### config.mk
export PLATFORM = sky130hd
export DESIGN_NAME = send_window_sequence_control
export DESIGN_NICKNAME = d
export VERILOG_FILES = /design/src/hdl/swsc_pkg.sv /design/src/hdl/send_window_sequence_control.sv
export VERILOG_INCLUDE_DIRS = /design/src /design/src/hdl
export SDC_FILE = /design/constraint.sdc
export NUM_CORES = 1
export LEC_CHECK = 0
export BUFFER_PORTS_ARGS = -buffer_cell sky130_fd_sc_hd__buf_4
export CAP_MARGIN = 20
export CORE_UTILIZATION = 40
export CTS_CLUSTER_DIAMETER = 60
export DETAILED_ROUTE_END_ITERATION = 10
export GPL_ROUTABILITY_DRIVEN = 0
export PLACE_DENSITY = 0.54
export SLEW_MARGIN = 25
export SYNTH_ARGS = -nofsm -noshare
export SYNTH_HDL_FRONTEND = slang
export SYNTH_SLANG_ARGS = --single-unit
### constraint.sdc
create_clock -name clk_i -period 5.4 [get_ports clk_i]
set_input_delay 0.81 -clock clk_i [delete_from_list [all_inputs] [get_ports clk_i]]
set_output_delay 0.81 -clock clk_i [all_outputs]
set_load 0.01 [all_outputs]
### src/hdl/send_window_sequence_control_assert.svh
// assertion macros for the send window sequence control block
`ifndef SEND_WINDOW_SEQUENCE_CONTROL_ASSERT_SVH
`define SEND_WINDOW_SEQUENCE_CONTROL_ASSERT_SVH

// same-cycle implication, checked out of reset
`define SWSC_ASSERT_NOW(lbl, ante, cons, msg) \
  lbl: assert property (@(posedge clk_i) disable iff (!rst_ni) (ante) |-> (cons)) \
    else $error(msg);

// next-cycle implication, checked out of reset
`define SWSC_ASSERT_NEXT(lbl, ante, cons, msg) \
  lbl: assert property (@(posedge clk_i) disable iff (!rst_ni) (ante) |=> (cons)) \
    else $error(msg);

`endif

### src/hdl/swsc_pkg.sv
// types and constants shared by the send window sequence control block
`timescale 1ns / 1ps

package swsc_pkg;

  localparam int unsigned SeqBitsDef   = 3;
  localparam int unsigned PeerCountDef = 4;

  typedef enum logic [2:0] {
    CmdConfirm = 3'd0,
    CmdEnqueue = 3'd1,
    CmdAdvance = 3'd2,
    CmdRewind  = 3'd3,
    CmdReset   = 3'd4
  } cmd_e;

  typedef struct packed {
    logic [2:0] command;
    logic [1:0] peer;
    logic [2:0] ack_seq;
    logic       slot_free;
  } req_t;

  typedef struct packed {
    logic [2:0] confirmed_seq;
    logic       confirmed_valid;
    logic       last_result;
    logic       out_of_sync;
    logic       accepted;
    logic [2:0] frame_seq;
    logic [2:0] send_seq;
    logic       window_open;
    logic       all_sent;
    logic       has_unconfirmed;
  } rsp_t;

endpackage

### src/hdl/send_window_sequence_control.sv
// per-peer go-back-n transmit window with one shared sequence incrementer
//
// input channel: in_valid_i / in_stall_o carry one request (command, peer,
// ack number, slot free). the block takes a request only when idle and
// raises in_stall_o until the last result of that request has been taken.
// output channel: out_valid_o / out_stall_i carry results from an output
// register. confirm gives one result per confirmed frame (at most
// 2^SEQ_BITS-1) or a single one if none is confirmed; every other
// command gives exactly one; last_result marks the final one.
// timing: each result passes the shared incrementer twice (state update,
// then status). a stall holds the result register and the sequencer in
// place; nothing is lost or repeated.
// reset: every peer's oldest-unconfirmed, queue-end and send numbers clear
// to zero at once, and the block comes out of reset ready.
`timescale 1ns / 1ps
`include "send_window_sequence_control_assert.svh"

module send_window_sequence_control #(
  parameter int unsigned SEQ_BITS   = swsc_pkg::SeqBitsDef,
  parameter int unsigned PEER_COUNT = swsc_pkg::PeerCountDef
) (
  input  logic            clk_i,
  input  logic            rst_ni,
  input  logic            in_valid_i,
  output logic            in_stall_o,
  input  swsc_pkg::req_t  in_req_i,
  output logic            out_valid_o,
  input  logic            out_stall_i,
  output swsc_pkg::rsp_t  out_rsp_o
);

  import swsc_pkg::*;

  localparam int unsigned SeqW  = SEQ_BITS;
  localparam int unsigned PeerW = (PEER_COUNT > 1) ? $clog2(PEER_COUNT) : 1;

  typedef enum logic [1:0] {
    StIdle,
    StExec,
    StStat,
    StOut
  } state_e;

  state_e state_q;
  logic   out_valid_q;

  logic [SeqW-1:0] oldest_q [PEER_COUNT];
  logic [SeqW-1:0] qend_q   [PEER_COUNT];
  logic [SeqW-1:0] sendp_q  [PEER_COUNT];

  // request and working copy of the selected peer
  cmd_e             cmd_q;
  logic [PeerW-1:0] peer_q;
  logic [SeqW-1:0]  ack_q;
  logic             room_q;
  logic             bad_q;
  logic [SeqW-1:0]  o_q;
  logic [SeqW-1:0]  q_q;
  logic [SeqW-1:0]  s_q;

  // result of the current step
  logic [SeqW-1:0]  cseq_q;
  logic             cvalid_q;
  logic             last_q;
  logic             oos_q;
  logic             acc_q;
  logic [SeqW-1:0]  fseq_q;

  rsp_t             rsp_q;

  logic             in_acc;
  logic             out_acc;
  logic             in_bad;
  logic [PeerW-1:0] in_idx;
  logic [SeqW-1:0]  unit_a;
  logic [SeqW-1:0]  unit_b;
  logic [SeqW-1:0]  unit_sum;

  assign in_stall_o  = (state_q != StIdle);
  assign in_acc      = in_valid_i && !in_stall_o;
  assign out_valid_o = out_valid_q;
  assign out_rsp_o   = rsp_q;
  assign out_acc     = out_valid_q && !out_stall_i;

  assign in_bad = (32'(in_req_i.peer) >= PEER_COUNT);
  assign in_idx = PeerW'(in_req_i.peer);

  // shared incrementer: +1, or -1 for rewind; status pass uses queue end
  always_comb begin
    unit_a = '0;
    unit_b = SeqW'(1);
    if (state_q == StStat) begin
      unit_a = q_q;
    end else begin
      case (cmd_q)
        CmdConfirm: unit_a = o_q;
        CmdEnqueue: unit_a = q_q;
        CmdAdvance: unit_a = s_q;
        CmdRewind: begin
          unit_a = s_q;
          unit_b = '1;
        end
        default: unit_a = '0;
      endcase
    end
  end

  assign unit_sum = unit_a + unit_b;

  always_ff @(posedge clk_i or negedge rst_ni) begin
    if (!rst_ni) begin
      state_q     <= StIdle;
      out_valid_q <= 1'b0;
    end else begin
      case (state_q)
        StIdle: begin
          if (in_acc) begin
            state_q <= StExec;
          end
        end
        StExec: state_q <= StStat;
        StStat: begin
          out_valid_q <= 1'b1;
          state_q     <= StOut;
        end
        StOut: begin
          if (out_acc) begin
            out_valid_q <= 1'b0;
            state_q     <= rsp_q.last_result ? StIdle : StExec;
          end
        end
        default: state_q <= StIdle;
      endcase
    end
  end

  always_ff @(posedge clk_i) begin
    if (in_acc) begin
      cmd_q  <= cmd_e'(in_req_i.command);
      peer_q <= in_idx;
      ack_q  <= SeqW'(in_req_i.ack_seq);
      room_q <= in_req_i.slot_free;
      bad_q  <= in_bad;
      o_q    <= in_bad ? '0 : oldest_q[in_idx];
      q_q    <= in_bad ? '0 : qend_q[in_idx];
      s_q    <= in_bad ? '0 : sendp_q[in_idx];
    end

    if (state_q == StExec) begin
      cseq_q   <= '0;
      cvalid_q <= 1'b0;
      last_q   <= 1'b1;
      oos_q    <= 1'b0;
      acc_q    <= 1'b0;
      fseq_q   <= '0;
      if (!bad_q) begin
        case (cmd_q)
          CmdConfirm: begin
            if (ack_q == o_q) begin
              last_q <= 1'b1;
            end else if (o_q == q_q) begin
              // ack beyond the queued frames
              oos_q <= 1'b1;
            end else begin
              o_q      <= unit_sum;
              cseq_q   <= o_q;
              cvalid_q <= 1'b1;
              // the walk ends at the ack or runs into the queue end
              last_q   <= (unit_sum == ack_q) || (unit_sum == q_q);
              oos_q    <= (unit_sum != ack_q) && (unit_sum == q_q);
            end
          end
          CmdEnqueue: begin
            if (room_q) begin
              q_q    <= unit_sum;
              acc_q  <= 1'b1;
              fseq_q <= q_q;
            end
          end
          CmdAdvance: s_q <= unit_sum;
          CmdRewind:  s_q <= unit_sum;
          CmdReset: begin
            o_q <= '0;
            q_q <= '0;
            s_q <= '0;
          end
          default: s_q <= s_q;
        endcase
      end
    end

    if (state_q == StStat) begin
      rsp_q.confirmed_seq   <= 3'(cseq_q);
      rsp_q.confirmed_valid <= cvalid_q;
      rsp_q.last_result     <= last_q;
      rsp_q.out_of_sync     <= oos_q;
      rsp_q.accepted        <= acc_q;
      rsp_q.frame_seq       <= 3'(fseq_q);
      rsp_q.send_seq        <= bad_q ? 3'd0 : 3'(s_q);
      rsp_q.window_open     <= !bad_q && (unit_sum != o_q);
      rsp_q.all_sent        <= !bad_q && (s_q == q_q);
      rsp_q.has_unconfirmed <= !bad_q && (o_q != q_q);
    end
  end

  // per-peer window numbers, written back once per result for a peer in range
  always_ff @(posedge clk_i or negedge rst_ni) begin
    if (!rst_ni) begin
      for (int i = 0; i < PEER_COUNT; i++) begin
        oldest_q[i] <= '0;
        qend_q[i]   <= '0;
        sendp_q[i]  <= '0;
      end
    end else if (state_q == StStat && !bad_q) begin
      oldest_q[peer_q] <= o_q;
      qend_q[peer_q]   <= q_q;
      sendp_q[peer_q]  <= s_q;
    end
  end

  `SWSC_ASSERT_NOW(a_ready_no_result, !in_stall_o, !out_valid_o, "ready while a result waits")
  `SWSC_ASSERT_NOW(a_more_is_confirm, out_valid_o && !out_rsp_o.last_result,
                   out_rsp_o.confirmed_valid, "non-final result without a confirmed frame")
  `SWSC_ASSERT_NOW(a_oos_on_last, out_valid_o && out_rsp_o.out_of_sync,
                   out_rsp_o.last_result, "out of sync flagged before the final result")
  `SWSC_ASSERT_NEXT(a_busy_after_take, in_valid_i && !in_stall_o, in_stall_o,
                    "request taken but block still ready")
  `SWSC_ASSERT_NEXT(a_ready_after_last, out_valid_o && !out_stall_i && out_rsp_o.last_result,
                    !in_stall_o, "block not ready after the final result")

endmodule

* Word-level counts from Yosys, hierarchy flattened
Cells that the tools add are included.
** Word-level totals
- Flip-flop bits (word level) :: 83
- Input port bits :: 13
- Output and inout port bits :: 18
** Cells by class
- Add/sub/neg operators :: 1
- Order comparisons :: 3
- Eq/ne operators :: 18
- Muxes and demuxes :: 39
- Bitwise logic cells :: 5
- Reductions and logical operators :: 18
** Operators by type and width (number)
- $mux 3 :: 19
- $bwmux 12 :: 3
- $bmux 3 s2 :: 3
- $pmux 3 s3 :: 2
- $eq 3x3->1 :: 5
- $pmux 3 s2 :: 2
- $ne 3x3->1 :: 3
- $pmux 2 s4 :: 1
- $reduce_or 2->1 :: 4
- $demux 3 s2 :: 1
- $eq 3x2->1 const B :: 2
- $ge 3x3->1 const B :: 2
- $not 2->3 :: 2
- $mux 1 :: 5
- $eq 2x2->1 const B :: 2
- $logic_and 1x1->1 :: 4
- $mux 2 :: 2
- $ne 2x2->1 const B :: 2
- $ne 4x3->1 const B :: 1
- $reduce_and 2->1 :: 2
- $reduce_bool 2->1 :: 2
- $add 3x3->3 :: 1
- $eq 3x1->1 const B :: 1
- $eq 3x3->1 const B :: 1
- other kinds (9) :: 12

* Logic depth before layout (Yosys ltp)
- Depth in word-level cells :: 9
- Depth in mapped cells :: 11

* Worst setup path after synthesis
OpenSTA, ideal clock, no wires.
- Path kind :: register to register
- Start :: reg state_q[0]
- End :: reg oos_q, data pin
- Setup time :: 0.259 ns
- Data arrival time :: 2.952 ns
- Data required time :: 5.141 ns
- Path slack :: 2.189 ns
- Stages on the path, launching flop included :: 12
- Buffers on the path :: 1
- Clock period less this slack :: 3.211 ns
- Cell sequence :: dfrtp_1 inv_1 ha_1 buf_6 a21o_1 a21o_2 inv_1 fa_1 xor2_2 xnor3_1 nor3_2 o31ai_2
** On the way
- Word-level cells in the longest chain between the ends :: 6
** Ends and longest elaborated chain
- from (decl) :: line send_window_sequence_control.sv:44 : state_e state_q;
- from (signal assigned) :: line send_window_sequence_control.sv:112 : state_q <= StIdle;
- from (signal assigned) :: line send_window_sequence_control.sv:118 : state_q <= StExec;
- from (signal assigned) :: line send_window_sequence_control.sv:121 : StExec: state_q <= StStat;
- $eq 2x2->1 (*) :: line send_window_sequence_control.sv:92 : if (state_q == StStat) begin
- $mux 3 :: line send_window_sequence_control.sv:92
- $add 3x3->3 (*) :: line send_window_sequence_control.sv:108 : assign unit_sum = unit_a + unit_b;
- $ne 3x3->1 / $eq 3x3->1 (equally long branches) :: line send_window_sequence_control.sv:170 : oos_q <= (unit_sum != ack_q) && (unit_sum == q_q);
- $logic_and 1x1->1 (*) :: line send_window_sequence_control.sv:170
- $mux 1 (*) :: line send_window_sequence_control.sv:161 : end else if (o_q == q_q) begin
- to (signal assigned) :: line send_window_sequence_control.sv:170
- to (decl) :: line send_window_sequence_control.sv:65 : logic oos_q;
Every way passes the cells marked *; elsewhere a longest branch is shown, timed or not.
A chain may end at the register's enable or synchronous reset.

* Worst setup path in the final report
Ends and elaborated chain as after synthesis.

==> summary.txt <==
Drt
  • Ratio of routed vias to standard cells: 5.076
  • Total DRC errors in the routed layout: 0
  • Total length of routed met3 wires: 262 um
  • Final wirelength: 7.012 mm
  • Routed WL per cell: 16.23 um
  • Top metal layer carrying routed signals: met4
  • DRT met1 WL: 3.160 mm
  • Post-route antenna net violation count: 0
  • Detailed Route Iter0 Violations: 102
  • First-pass iteration count of the detailed router: 4
  • Via Count: 2193
  • Met2 Wirelength: 3.402 mm

Clock network
  • Maximum buffer depth of the clock tree: 2
  • Number of gates resized after cts: 0
  • Number of hold-repair buffers added at the cts stage: 0
  • Register clock-pin slew on the reported worst setup and hold paths: 80 ps
  • Setup Buffers After CTS: 0
  • CTS sink cnt: 83
  • CTS tree: done
  • Number of levels the H-tree was split into: 3
  • Inserted Clock Buffers: 9
  • Clock latency at the later pin of the worst-skew pair: 350 ps
  • Clock root buffer: clkbuf_8

Timing
  • Highest clock frequency the design can meet: 0.2838 GHz
  • Slew of the pin with the lowest slew margin: 870.4 ps
  • Post-route worst setup slack: 1876 ps
  • Final-report hold violation count: 0
  • Shortest period the worst path allows: 3524 ps
  • Setup TNS after final layout: 0 ps
  • Unrepaired setup endpoints after global routing: no
  • Final setup vio count: 0
  • Slew Limit Fails: 0
  • Worst slew slack as a fraction of its limit: 0.4166
  • Clock Skew: 3.635 ps
  • Hold WS: 420.8 ps
  • Post-route clock period utilization: 0.6526

Cells and area
  • Layout Nets: 317
  • Number of non-filler instances in the completed layout: 432
  • Post-route standard cell area excluding fillers: 4298 sq um
  • Total of fill cells in the finished design: 804
  • Fraction of final layout cells sized beyond drive strength 1: 0.3234
  • Number of diodes added for antenna fixing: 0
  • Share of the core filled with cells: 0.4651
  • Layout Area Growth over Synthesis: 12.81%

Yosys
  • Synth Instances: 270
  • Syn_area_per_cell: 14.11 sq um
  • Number of enable-type register cells in the synthesized netlist: 38
  • Nets in the synthesized netlist: 289
  • Count of synthesis-stage warnings from yosys: 0
  • Count of state elements after synthesis: 83
  • Async set-or-reset flop fraction in the synthesized netlist: 0.4699
  • Sequential area share after synthesis: 0.5872
  • Most instantiated flip-flop cell in the synthesis netlist: dfrtp_1
  • Post-synthesis cell type count: 45
  • Syn Std Cell Area: 3810 sq um

Pwr
  • Static leakage: 1.797 nW
  • Power per Cell Area: 552.1 nW/um^2
  • Total power: 2.373 mW
  • Max rail drop VDD: 0.0002146 V

Place
  • Buffers on Ports: 30
  • Pre-CTS setup slack: 1840 ps
  • Detail Placement HPWL: 4.906 mm
  • Number of placed instances, taps included: 416
  • Cell area reported after detailed placement: 4105 sq um

Die
  • Starting Density: 0.4123
  • Std-Cell Rows: 35
  • Chip height: 99.60 um
  • Die footprint: 9919 sq um
  • Horizontal die dimension: 99.60 um
  • Core area: 9240 sq um
  • Number of placed I/O pins: 31

Setup path
  • Crit path max fanout: 14
  • R2R Path End: oos_q
  • R2r setup slk: 1880 ps
  • Startpoint class of the critical path: flop
  • Reg-to-Reg Start: state_q[0]
  • Critical path's most frequent cell: inv_1
  • Crit path capture type: flop
  • Longest individual stage delay on the worst path: 530 ps
  • CP Class: reg2reg
  • CP max-delay cell: ha_1
  • WP data required: 5510 ps
  • Worst reg2reg path depth: 11
  • First element of the critical path: state_q[0]
  • Critical-path cell list: inv_1, ha_1, buf_4, a21o_1, a21o_2, inv_1, fa_1, xor2_2, xnor3_1, nor3_2, o31ai_2
  • Data arrival time of the worst path: 3630 ps

Global routing
  • Remaining Overflow, GRT: 0
  • Wire length of the first global-routing pass: 11.39 mm
  • Number of antenna violations at the first check in global routing: 0
  • Via count of the first global-routing pass: 2287
  • Combined global-route utilization of all metal layers: 0.1556
  • Largest net degree at the start of global routing: 40

Hold path
  • Path class of the lowest-slack min-delay path: in2async

Run status
  • Result of the run: complete, no violations

Run
  • Total of max-cap violations: 0
## state kept, by name, indices dropped and copies added, names as in the netlist, 3 cells and up
register / cells
out_rsp_o: 16
oldest_q: 12
qend_q: 12
sendp_q: 12
ack_q: 3
cmd_q: 3
cseq_q: 3
fseq_q: 3
o_q: 3
q_q: 3
s_q: 3
## synthesized netlist by cell type, types with 2 or more instances
cell	n	area share
dfrtp_1	39	0.26
dfxtp_1	6	0.032
or3b_1	2	0.0046
nand3b_1	3	0.0059
nand2_1	18	0.018
inv_1	11	0.011
and2_1	3	0.0049
mux2_2	31	0.092
buf_6	4	0.012
mux4_2	9	0.053
nand2b_1	2	0.0033
a211oi_2	2	0.0066
buf_4	4	0.0079
nor2_1	7	0.0069
edfxtp_1	38	0.30
clkbuf_1	4	0.0039
o21ai_0	10	0.013
xnor2_1	3	0.0069
nor3_1	6	0.0079
nor3_2	2	0.0053
nand3_1	4	0.0053
mux2i_1	10	0.026
xor2_1	14	0.032
ha_1	5	0.016
o22ai_1	9	0.015
a21oi_1	5	0.0066
## layer usage
| metal | up-vias | track usage |
|---|---|---|
| met5 | - | 0 |
| met4 | 0 | 0.06900 |
| met3 | 15 | 0.04638 |
| met2 | 51 | 0.2596 |
| met1 | 1096 | 0.1868 |
| li1 | 1031 | - |
## cells by family after synthesis
logic type / Yosys count / share of synthesized area
AO/OA/AOI/OAI: 33 / 0.05714
flip-flops: 83 / 0.5872
multiplexers: 50 / 0.1711
adder cells (fa/ha/maj): 6 / 0.02168
XOR/XNOR: 19 / 0.04926
buffers and inverters: 25 / 0.03678
AND/OR/NAND/NOR: 54 / 0.07685
## critical path, delay by kind of cell, from the launching register on
kind / cells / cell delay [ps]
adders and majority gates: 2 / 1000
and+or+nand+nor: 1 / 230
AOI/OAI and AO/OA: 3 / 460
buffers and inverters: 3 / 520
xor gates and xnor gates: 2 / 650
DFF: 1 / 430
## power breakdown
part / internal [mW] / total (mW) / switching, mW
registers: 0.952 / 1.14 / 0.186
logic: 0.399 / 0.804 / 0.405
clock network: 0.212 / 0.430 / 0.219
total: 1.56 / 2.37 / 0.810
## cells in the final DEF (no fill, tap or decap), types with 2 or more instances in the layout
master	count
dfrtp_1	39
edfxtp_1	38
mux2_2	31
buf_4	31
nand2_1	18
xor2_1	14
inv_1	11
mux2i_1	10
o21ai_0	10
mux4_2	9
o22ai_1	9
clkbuf_8	9
nor2_1	7
nor3_1	6
dfxtp_1	6
a21oi_1	5
ha_1	5
nand3_1	4
xnor2_1	3
nand3b_1	3
and2_1	3
clkinv_2	3
or3b_1	2
a211oi_2	2
nand2b_1	2
nor3_2	2
clkinvlp_4	2
## worst max-delay path by stage
stage             to  slack (ps)
2_1_floorplan  oos_q        2190
3_3_place_gp   oos_q        1910
3_5_place_dp   oos_q        1840
4_1_cts        oos_q        1830
5_1_grt        oos_q        1640
6_report       oos_q        1880
## layout make-up
class / count / area [sq um] / area share
Sequential cell: 83 / 2237 / 0.5205
Multi-Input combinational cell: 162 / 1433 / 0.3333
Timing Repair Buffer: 31 / 232.7 / 0.05415
Tap cell: 129 / 161.4 / 0.03755
Clock buffer: 9 / 123.9 / 0.02882
Clock inverter: 7 / 68.82 / 0.01601
Inverter: 11 / 41.29 / 0.009607
Power figures use the tool's default switching activity.
